`src/gbn_pkg.sv`:
```
// shared types, constants and slot arithmetic for the go-back-n sender window
package gbn_pkg;

    localparam int SEQ_COUNT = 20;
    localparam int SLOT_W    = 5;
    localparam int CNT_W     = 16;
    localparam int IDLE_W    = 8;
    localparam int CFG_IDX_W = 2;

    typedef logic [SLOT_W-1:0] slot_t;
    typedef logic [CNT_W-1:0]  cnt_t;

    // configuration register indexes
    typedef enum logic [CFG_IDX_W-1:0] {
        CFG_WINDOW_SIZE   = 2'd0,
        CFG_TOTAL_PACKETS = 2'd1,
        CFG_TIMEOUT_LIMIT = 2'd2
    } cfg_idx_t;

    typedef struct packed {
        logic [4:0]        window_size;
        cnt_t              total_packets;
        logic [IDLE_W-1:0] timeout_limit;
    } gbn_cfg_t;

    typedef struct packed {
        slot_t                next_slot;
        slot_t                base_slot;
        cnt_t                 sent_count;
        cnt_t                 acked_count;
        logic [IDLE_W-1:0]    idle_polls;
        logic [SEQ_COUNT-1:0] slot_free;
    } gbn_state_t;

    typedef struct packed {
        logic  send_valid;
        slot_t send_seq;
        cnt_t  packet_index;
        logic  timed_out;
        cnt_t  acked_total;
        logic  done_res;
    } gbn_res_t;

    localparam gbn_cfg_t CFG_RESET = '{
        window_size:   5'd10,
        total_packets: 16'd33,
        timeout_limit: 8'd20
    };

    localparam gbn_state_t STATE_CLEAR = '{
        next_slot:   '0,
        base_slot:   '0,
        sent_count:  '0,
        acked_count: '0,
        idle_polls:  '0,
        slot_free:   '1
    };

    // distance from b forward to a around the sequence ring
    function automatic slot_t slot_dist(input slot_t a, input slot_t b);
        logic [SLOT_W:0] wide;
        begin
            if (a >= b)
                wide = {1'b0, a} - {1'b0, b};
            else
                wide = {1'b0, a} + (SLOT_W+1)'(SEQ_COUNT) - {1'b0, b};
            return wide[SLOT_W-1:0];
        end
    endfunction

    // next slot around the ring
    function automatic slot_t slot_inc(input slot_t a);
        begin
            if (a == SLOT_W'(SEQ_COUNT - 1))
                return '0;
            else
                return a + SLOT_W'(1);
        end
    endfunction

endpackage

```
`src/go_back_n_sender_window_unit.sv`:
```
// top level of the go-back-n sender window unit
//
//  channel  direction  handshake               payload
//  cfg      in         cfg_valid / cfg_ready   cfg_index, cfg_data
//  in       in         in_valid  / in_ready    start_req, ack_valid, ack_byte
//  out      out        out_valid / out_ready   send_valid, send_seq, packet_index,
//                                              timed_out, acked_total, done_res
//
// one poll per cycle while in_ready is high: a poll transaction updates the window
// state in the same cycle and its result appears on the out ports in the next
// cycle, from the result register
// in_ready drops only while a result is held and out_ready is low
// reset clears the window state and loads the default configuration
// cfg_ready is always high; the user must write config only while no poll is in flight, the block does not enforce it
module go_back_n_sender_window_unit (
    input  logic                          clk,
    input  logic                          rst_n,
    // configuration write channel
    input  logic                          cfg_valid,
    output logic                          cfg_ready,
    input  logic [gbn_pkg::CFG_IDX_W-1:0] cfg_index,
    input  logic [gbn_pkg::CNT_W-1:0]     cfg_data,
    // poll channel
    input  logic                          in_valid,
    output logic                          in_ready,
    input  logic                          start_req,
    input  logic                          ack_valid,
    input  logic [7:0]                    ack_byte,
    // result channel
    output logic                          out_valid,
    input  logic                          out_ready,
    output logic                          send_valid,
    output logic [gbn_pkg::SLOT_W-1:0]    send_seq,
    output logic [gbn_pkg::CNT_W-1:0]     packet_index,
    output logic                          timed_out,
    output logic [gbn_pkg::CNT_W-1:0]     acked_total,
    output logic                          done_res
);
    import gbn_pkg::*;

    gbn_cfg_t   cfg;
    gbn_state_t state_reg;
    gbn_state_t state_next;
    gbn_state_t state_step;
    gbn_res_t   res_step;
    gbn_res_t   res_out;
    logic       poll_take;

    // configuration registers
    gbn_cfg_regs u_cfg (
        .clk       (clk),
        .rst_n     (rst_n),
        .cfg_valid (cfg_valid),
        .cfg_ready (cfg_ready),
        .cfg_index (cfg_index),
        .cfg_data  (cfg_data),
        .cfg       (cfg)
    );

    // poll logic works straight off the window state and the poll inputs
    gbn_poll_step u_step (
        .cfg       (cfg),
        .state_cur (state_reg),
        .start_req (start_req),
        .ack_valid (ack_valid),
        .ack_byte  (ack_byte),
        .state_new (state_step),
        .res       (res_step)
    );

    // window state advances only on an accepted poll transaction
    assign poll_take  = in_valid && in_ready;
    assign state_next = poll_take ? state_step : state_reg;

    always_ff @(posedge clk or negedge rst_n)
    begin
        if (!rst_n)
            state_reg <= STATE_CLEAR;
        else
            state_reg <= state_next;
    end

    // result register decouples the consumer from the poll side
    gbn_out_stage u_out (
        .clk       (clk),
        .rst_n     (rst_n),
        .in_valid  (in_valid),
        .in_ready  (in_ready),
        .res_in    (res_step),
        .out_valid (out_valid),
        .out_ready (out_ready),
        .res_out   (res_out)
    );

    assign send_valid   = res_out.send_valid;
    assign send_seq     = res_out.send_seq;
    assign packet_index = res_out.packet_index;
    assign timed_out    = res_out.timed_out;
    assign acked_total  = res_out.acked_total;
    assign done_res     = res_out.done_res;

endmodule

```
`src/gbn_cfg_regs.sv`:
```
// configuration registers of the go-back-n sender window
module gbn_cfg_regs (
    input  logic                          clk,
    input  logic                          rst_n,
    input  logic                          cfg_valid,
    output logic                          cfg_ready,
    input  logic [gbn_pkg::CFG_IDX_W-1:0] cfg_index,
    input  logic [gbn_pkg::CNT_W-1:0]     cfg_data,
    output gbn_pkg::gbn_cfg_t             cfg
);
    import gbn_pkg::*;

    gbn_cfg_t cfg_reg;
    gbn_cfg_t cfg_next;

    assign cfg_ready = 1'b1;
    assign cfg       = cfg_reg;

    always_comb
    begin
        cfg_next = cfg_reg;
        if (cfg_valid)
        begin
            case (cfg_idx_t'(cfg_index))
                CFG_WINDOW_SIZE:   cfg_next.window_size   = cfg_data[4:0];
                CFG_TOTAL_PACKETS: cfg_next.total_packets = cfg_data;
                CFG_TIMEOUT_LIMIT: cfg_next.timeout_limit = cfg_data[IDLE_W-1:0];
                default:           cfg_next = cfg_reg;
            endcase
        end
    end

    always_ff @(posedge clk or negedge rst_n)
    begin
        if (!rst_n)
            cfg_reg <= CFG_RESET;
        else
            cfg_reg <= cfg_next;
    end

endmodule

```
`src/gbn_poll_step.sv`:
```
// one poll of the sender window: optional restart, send, then ack or idle count and rewind
module gbn_poll_step (
    input  gbn_pkg::gbn_cfg_t   cfg,
    input  gbn_pkg::gbn_state_t state_cur,
    input  logic                start_req,
    input  logic                ack_valid,
    input  logic [7:0]          ack_byte,
    output gbn_pkg::gbn_state_t state_new,
    output gbn_pkg::gbn_res_t   res
);
    import gbn_pkg::*;

    gbn_state_t      s;
    slot_t           outst0;
    slot_t           outst1;
    slot_t           eff_win;
    logic            send;
    logic [7:0]      idx8;
    logic            idx_ok;
    slot_t           idx;
    slot_t           d;
    logic            ack_hit;
    logic [IDLE_W:0] idle_inc;
    logic            rewind;
    slot_t           dist_j;

    always_comb
    begin
        s = state_cur;
        if (start_req)
            s = STATE_CLEAR;

        // clamp window to keep it below the sequence count
        eff_win = (cfg.window_size > SLOT_W'(SEQ_COUNT - 1)) ?
                  SLOT_W'(SEQ_COUNT - 1) : cfg.window_size;

        outst0 = slot_dist(s.next_slot, s.base_slot);
        send   = (outst0 < eff_win) && s.slot_free[s.next_slot] &&
                 (s.sent_count < cfg.total_packets);

        res.send_valid   = send;
        res.send_seq     = send ? s.next_slot + SLOT_W'(1) : '0;
        res.packet_index = send ? s.sent_count : '0;

        if (send)
        begin
            s.slot_free[s.next_slot] = 1'b0;
            s.next_slot              = slot_inc(s.next_slot);
            s.sent_count             = s.sent_count + CNT_W'(1);
        end

        outst1   = slot_dist(s.next_slot, s.base_slot);
        idx8     = ack_byte - 8'd1;
        idx_ok   = idx8 < 8'(SEQ_COUNT);
        idx      = idx8[SLOT_W-1:0];
        d        = slot_dist(idx, s.base_slot);
        ack_hit  = ack_valid && idx_ok && (d < outst1);
        idle_inc = {1'b0, s.idle_polls} + (IDLE_W+1)'(1);
        rewind   = !ack_valid && (idle_inc > {1'b0, cfg.timeout_limit});

        // free slots ahead of base: acked span on an ack, window on a rewind
        for (int j = 0; j < SEQ_COUNT; j++)
        begin
            dist_j = slot_dist(SLOT_W'(j), s.base_slot);
            if ((ack_hit && (dist_j <= d)) || (rewind && (dist_j < eff_win)))
                s.slot_free[SLOT_W'(j)] = 1'b1;
        end

        if (ack_valid)
        begin
            s.idle_polls = '0;
            if (ack_hit)
            begin
                s.acked_count = s.acked_count + CNT_W'(d) + CNT_W'(1);
                s.base_slot   = slot_inc(idx);
            end
        end
        else if (rewind)
        begin
            s.idle_polls = '0;
            s.sent_count = s.sent_count - CNT_W'(outst1);
            s.next_slot  = s.base_slot;
        end
        else
        begin
            s.idle_polls = idle_inc[IDLE_W-1:0];
        end

        res.timed_out   = rewind;
        res.acked_total = s.acked_count;
        res.done_res    = (s.acked_count == cfg.total_packets);
        state_new       = s;
    end

endmodule

```
`src/gbn_out_stage.sv`:
```
// result register with valid/ready handshake toward the consumer
module gbn_out_stage (
    input  logic              clk,
    input  logic              rst_n,
    input  logic              in_valid,
    output logic              in_ready,
    input  gbn_pkg::gbn_res_t res_in,
    output logic              out_valid,
    input  logic              out_ready,
    output gbn_pkg::gbn_res_t res_out
);
    import gbn_pkg::*;

    logic     valid_reg;
    logic     valid_next;
    gbn_res_t res_reg;
    logic     load;

    assign in_ready   = !valid_reg || out_ready;
    assign load       = in_valid && in_ready;
    assign valid_next = load || (valid_reg && !out_ready);
    assign out_valid  = valid_reg;
    assign res_out    = res_reg;

    always_ff @(posedge clk or negedge rst_n)
    begin
        if (!rst_n)
            valid_reg <= 1'b0;
        else
            valid_reg <= valid_next;
    end

    always_ff @(posedge clk)
    begin
        if (load)
            res_reg <= res_in;
    end

endmodule
```
`config.mk`:
```
export PLATFORM = sky130hd
export DESIGN_NAME = go_back_n_sender_window_unit
export DESIGN_NICKNAME = d
export VERILOG_FILES = /design/src/gbn_pkg.sv /design/src/go_back_n_sender_window_unit.sv /design/src/gbn_cfg_regs.sv /design/src/gbn_poll_step.sv /design/src/gbn_out_stage.sv
export SDC_FILE = /design/constraint.sdc
export NUM_CORES = 1
export LEC_CHECK = 0
export BUFFER_PORTS_ARGS = -buffer_cell sky130_fd_sc_hd__buf_2
export CAP_MARGIN = 20
export CORE_ASPECT_RATIO = 1.4
export CORE_UTILIZATION = 30
export DETAILED_ROUTE_END_ITERATION = 16
export GPL_ROUTABILITY_DRIVEN = 0
export PLACE_DENSITY = 0.46
export SLEW_MARGIN = 10
export SYNTH_ARGS = -nofsm -noshare
export SYNTH_HDL_FRONTEND = slang
export SYNTH_SLANG_ARGS = --single-unit
```
`constraint.sdc`:
```
create_clock -name clk -period 8.5 [get_ports clk]
set_input_delay 1.7 -clock clk [delete_from_list [all_inputs] [get_ports clk]]
set_output_delay 1.7 -clock clk [all_outputs]
set_load 0.01 [all_outputs]
```
==> run metrics, run 1 <==
CTS max path bufs=2; Root Buffer=clkbuf_16; Vias=~12k; Clock Latency Late Sink=~460 ps; WL/cell=20.3 µm; DR iter-0 viols=624; FF+latch count, synth=140; Mapped Cells=1574; I/O pin total=between 70 and 80; synth unique cells=85; syn_nets=between 1.5k and 2k; Seq/Total Area, Yosys=about 27%; Die H=about 260 µm; dominant cell type by area after synthesis=ha_1; global-route wire length before repair=roughly 75000 µm; crit path buf inv count=6; flip-flop count of the largest register, all copies and words added=70; status=completed; clk_skew=between 15 and 20 ps; yosys synthesis warning count=0; static leakage=~7.6 nW; fmax=between 0.1 and 0.15 GHz; flop-to-flop setup slack=between 900 and 1000 ps; crit start category=primary input; Setup crit end kind=flop; Slew @ Worst Pin=around 1100 ps; R2R cell count=38; crit path kind=in -> reg; global route total overflow=0; Die ar.=47000 µm²; P per Cell Area=between 200 and 250 nW/µm²; total power draw=between 0.004 and 0.005 W; DRC=0; top cell type's share of synthesized area=17.8%; max-cap check violation count=0; crit share post-route=a little over nine tenths; chip width=between 150 and 200 µm; Synth top cells by count=197 x ha_1, 163 x nand2_1, 114 x a21oi_1; pin count of the biggest net entering global routing=54; H-tree depth=4; final setup violation count=0; Main synth FF type=dfrtp_1; All-Layer GR Usage=a little over a fifth; Crit path required time=slightly below 9000 ps; worst hold slack=around 480 ps; end of the worst hold path=state_reg[30]; clock-pin slew on the worst setup and hold paths=roughly 70 ps; cell family with most CP delay=compound AO/OA/AOI/OAI gates; initial antenna violation count=1; Detail Route Antenna Nets=0; Final nets=around 2.0k; fraction of layout cells with a size suffix above 1=21.2%; CTS Sinks=140; fin crit period=between 8000 and 9000 ps; Slowest-stage cell, CP=fa_1; core area=about 45000 µm²; Pins Over Slew Limit=0; most frequent cell after synthesis=ha_1; drt first pass iters=5; Initial Util=a little under a third; CTS Hold Buffers Added=0; Worst slew margin=27.9%; crit-path max cell delay=between 300 and 400 ps; CTS tree=yes; number of synthesized flops with an enable pin=40; Critical Path AT=8460 ps; Hold Crit Start=state_reg[30]; dpl hpwl=36200 µm; beginning of the worst register-to-register path=state_reg[65]; Synth-to-Final Area Change=19.9%; capturing point of the worst reg2reg path=u_out.res_out[0]; Hold Path Class=reg -> reg; Inserted Clock Buffers=17; I/O Buffers=between 70 and 80; Levels on crit path=39; Synth Cell Area=13900 µm²; hold path depth=2; Synth area leaders=ha_1 18%, dfrtp_1 13%, edfxtp_1 8.7%; Mean Syn Cell Area=between 8 and 9 µm²; Hold Vio Cnt, Final=0; drt via density=about 5.2; Max FO, Critical Path=19; asr flop ratio synth=between 70% and 80%; maximum VDD drop=142 µV; number of global-route vias before repair=12.9k; Rows=slightly above 90; routed wire length=47800 µm
==> how the worst max path moves through the flow <==
stage               startpoint                to
CTS                  start_req  u_out.res_out[0]
global route         start_req  u_out.res_out[0]
finish               start_req  u_out.res_out[0]
detailed placement   start_req  u_out.res_out[0]
floorplan            start_req  u_out.res_out[0]
global placement     start_req  u_out.res_out[0]
==> repair_timing <==
| item | in CTS | in global routing |
|---|---|---|
| setup endpoints to repair | 1 | 39 |
| endpoints found under the hold margin | 0 | 0 |
| pin swaps | 0 | 5 |
| resized for setup | 2 | 24 |
| setup buffers | 2 | 3 |
==> metal layers <==
metal  up-vias  track usage (%)  wire length, µm
met1      5963             23.5            18900
met5         -                0                0
met4         0             10.3             2300
li1       5981                -                -
met2       263             39.2            25600
met3       101             1.87             1070
==> worst reg2reg max path, delay by kind of cell (launching register included) <==
| kind | cells | cell delay, ps |
|---|---|---|
| buffers and inverters | 6 | 680 |
| XOR/XNOR | 3 | 420 |
| AO/OA/AOI/OAI | 10 | 1770 |
| adder cells (fa/ha/maj) | 7 | 1850 |
| flip-flops | 1 | 600 |
| AND/OR/NAND/NOR | 11 | 1810 |
| multiplexers | 1 | 200 |
==> cell families after synthesis <==
family	synth area share (%)
AO/OA/AOI/OAI	20.0
flip-flops	27.0
buffers and inverters	4.72
other	0.0271
AND/OR/NAND/NOR	15.8
adder cells (fa/ha/maj)	19.9
XOR/XNOR	7.69
multiplexers	4.95
==> per-stage QoR <==
step / area (µm²) / setup slack [ps] / TNS (ps) / util (%) / std cells
after floorplan: 14100 / -9.46 / -9.46 / - / 1574
final: 16600 / 298 / 0 / 36.7 / 2359
after global routing: 16600 / -165 / -165 / 36.7 / 2359
after global placement: 15800 / -308 / -921 / 35.0 / 2321
after detailed placement: 15800 / -546 / -5000 / 35.0 / 2321
after CTS: 16500 / 8.67 / 0 / 36.4 / 2355
==> area by class of cell <==
class,count,area (µm²)
fill,4657,28600
multi-input combinational,1266,9710
sequential,140,3740
timing repair buffer,204,1360
tap,611,764
clock buffer,20,479
inverter,105,410
clock inverter,12,141
antenna,1,2.50
==> placed cells by master, fill, tap and decap left out, types with 6 or more instances in the layout <==
master     netlist  routed
edfxtp_1        40      40
a31oi_1         15      15
inv_2            1       6
a41oi_1         15      15
clkbuf_16        0      19
nor2_1         101      98
inv_1          104      93
nor3_1          27      26
dfrtp_1         74      74
o32a_1           6       6
nand3_1         40      39
xnor2_1         87      86
a21oi_2          0       6
a22o_1          11      11
a21o_1          73      72
o21ai_1          8      10
and3_1          18      17
o21a_1          13      12
mux2i_1         19      19
nand2b_1        13      12
mux2_2          38      38
nor2b_1         39      37
o211ai_1        10      10
o21ai_0         61      58
o22ai_1         13      13
dfstp_2         26      26
buf_4            1     129
nand2_1        163     156
a21oi_1        114     108
a22oi_1         10      10
ha_1           197     189
a211oi_1         9       6
nand4_1         10      10
fa_1            13      13
and2_1           6       6
xor2_1          32      32
buf_2            4      72
==> power breakdown <==
part	switching (W)	total, W	leakage, nW	internal [W]
logic	0.00135	0.00238	5.68	0.00103
clock network	0.000354	0.000806	0.299	0.000451
registers	0.0000805	0.000870	1.64	0.000789
(Power assumes the default switching activity.)
==> run 2: changes to the inputs <==
Settings changed: GPL_TIMING_DRIVEN set to 0.
==> run 2 against run 1 <==
Compared with the run above: critical endpoint unchanged; largest power group unchanged; the flow now finishes with violations (setup timing); clock-buffer cell count is 2 lower; global-route usage is 1.1 points higher; wire length is 7.7% higher; via count is 1.7% higher; register-to-register slack worse by 350 ps; power is 6.7% higher; worst setup slack worse by 540 ps; highest routed layer unchanged; cell count is 0.34% lower; non-clock buffer count is 7 lower; clock power is 3.1% lower.
==> run metrics, run 2 (synthesis gave the netlist of run 1 again) <==
drt via density=5.32; pre-CTS setup slack=-2700 ps; Die ar.=~47000 µm²; crit share post-route=103%; maximum VDD drop=around 200 µV; Die H=roughly 260 µm; final setup violation count=2; flip-flop count of the largest register, all copies and words added=70; Hold Path Class=reg -> reg; diode count=0; crit path kind=in -> reg; max-cap check violation count=0; sequential share of power=about a fifth; DR iter-0 viols=671; Initial Util=30.6%; Detail Route met2 WL=around 28000 µm; Worst slew margin=28.6%; fmax=~0.11 GHz; clk_skew=approximately 11 ps; cell family with most CP delay=compound AO/OA/AOI/OAI gates; status=finished with violations; uppermost layer routed=met4; H-tree depth=4; fraction of layout cells with a size suffix above 1=22.6%; setup ws final=-239 ps; Vias=about 13k; Hold Vio Cnt, Final=0; number of global-route vias before repair=12.9k; CTS tree=yes; Inserted Clock Buffers=17; Final nets=between 1.5k and 2k; pin count of the biggest net entering global routing=between 50 and 60; Net Sw Power=0.00195 W; met1 wire length=19700 µm; DRC=0; beginning of the worst register-to-register path=state_reg[68]; dpl hpwl=38800 µm; Clock Power Share=18.1%; core area=~45000 µm²; Rows=92; crit path launch=start_req; Clock Latency Late Sink=460 ps; Combinational Power Share=between 60% and 70%; global-route wire length before repair=slightly below 80000 µm; CTS Sinks=140; All-Layer GR Usage=approximately 22%; WL/cell=21.9 µm; worst hold slack=~470 ps; met3 WL=1710 µm; CTS max path bufs=2; Slew @ Worst Pin=between 1000 and 1500 ps; static leakage=about 7.6 nW; global route total overflow=0; crit-path max cell delay=around 470 ps; chip width=about 180 µm; RSZ-0062 raised after global routing=true; fin crit period=around 9000 ps; Crit path required time=roughly 8800 ps; crit path buf inv count=13; Slowest-stage cell, CP=fa_1; initial antenna violation count=0; most frequent cells in the layout=179 x ha_1, 153 x nand2_1, 97 x a21oi_1, 95 x nor2_1, 92 x inv_1; Setup crit end kind=flop; Max FO, Critical Path=6; setup_tns=-298 ps; Synth-to-Final Area Change=25.0%; Pins Over Slew Limit=0; total power draw=~0.0043 W; Hold Crit Start=state_reg[28]; P_int=~0.0024 W; Finished Core Util=between 30% and 40%; Detail Route Antenna Nets=0; I/O pin total=between 70 and 80; Critical Path AT=roughly 9000 ps; Root Buffer=clkbuf_16; I/O Buffers=73; P per Cell Area=roughly 250 nW/µm²; clock-pin slew on the worst setup and hold paths=60 ps; drt first pass iters=5; routed wire length=around 50000 µm; failing checks=setup timing; CP dominant cell by count=clkbuf_16; switching portion of total power=between 40% and 50%; most common cell after layout, fill and taps aside=ha_1; crit start category=primary input
run 2: path summary, 6_finish.rpt:
kind	depth (start not counted)	slack, ps	to
setup / recovery	45	-240	u_out.res_out[0]
hold / removal	2	470	state_reg[28]
setup reg to reg	41	640	u_out.res_out[0]
hold reg to reg	2	470	state_reg[28]
max in group asynchronous	2	6570	state_reg[19]
min in group asynchronous	1	1180	state_reg[38]
run 2: worst register-to-register path, delay by kind of cell, from the launching register on:
kind | cells | cell delay [ps]
simple gates | 12 | 1860
fa+ha+maj | 5 | 1360
buf+inv | 9 | 1470
flops | 1 | 320
compound gates | 15 | 2640
run 2: per-layer routing:
metal  global-route usage, %  vias up
met3                    2.60      102
met4                    10.1        0
li1                        -     5981
met5                       0        -
met2                    41.9      284
met1                    24.1     6149
run 2: cell type report:
class	instances	area (µm²)
Clock inverter	14	158
Fill cell	4564	27900
Clock buffer	18	439
Buffer	60	460
Multi-Input combinational cell	1266	10400
Sequential cell	140	3740
Timing Repair Buffer	137	950
Tap cell	611	764
Inverter	105	447
run 2: power groups by stage:
stage	logic, W	registers [W]	clock network [W]
after detailed placement	0.00218	0.000862	0
final	0.00269	0.000852	0.000781
after global placement	0.00214	0.000862	0
after floorplan	0.00157	0.000849	0
after CTS	0.00246	0.000851	0.000794
after global routing	0.00294	0.000861	0.000822
run 2: timing repair:
action | 4_1_cts | 5_1_grt
hold buffers | 0 | 0
pin swaps | 29 | 44
resized for setup | 116 | 79
setup endpoints to repair | 68 | 56
setup buffers | 52 | 12
run 2: metrics by stage:
stage | std cells | instance area [µm²]
after global routing | 2351 | 17300
final | 2351 | 17300
after global placement | 2258 | 15300
after floorplan | 1574 | 14100
after detailed placement | 2259 | 15300
after CTS | 2341 | 16800
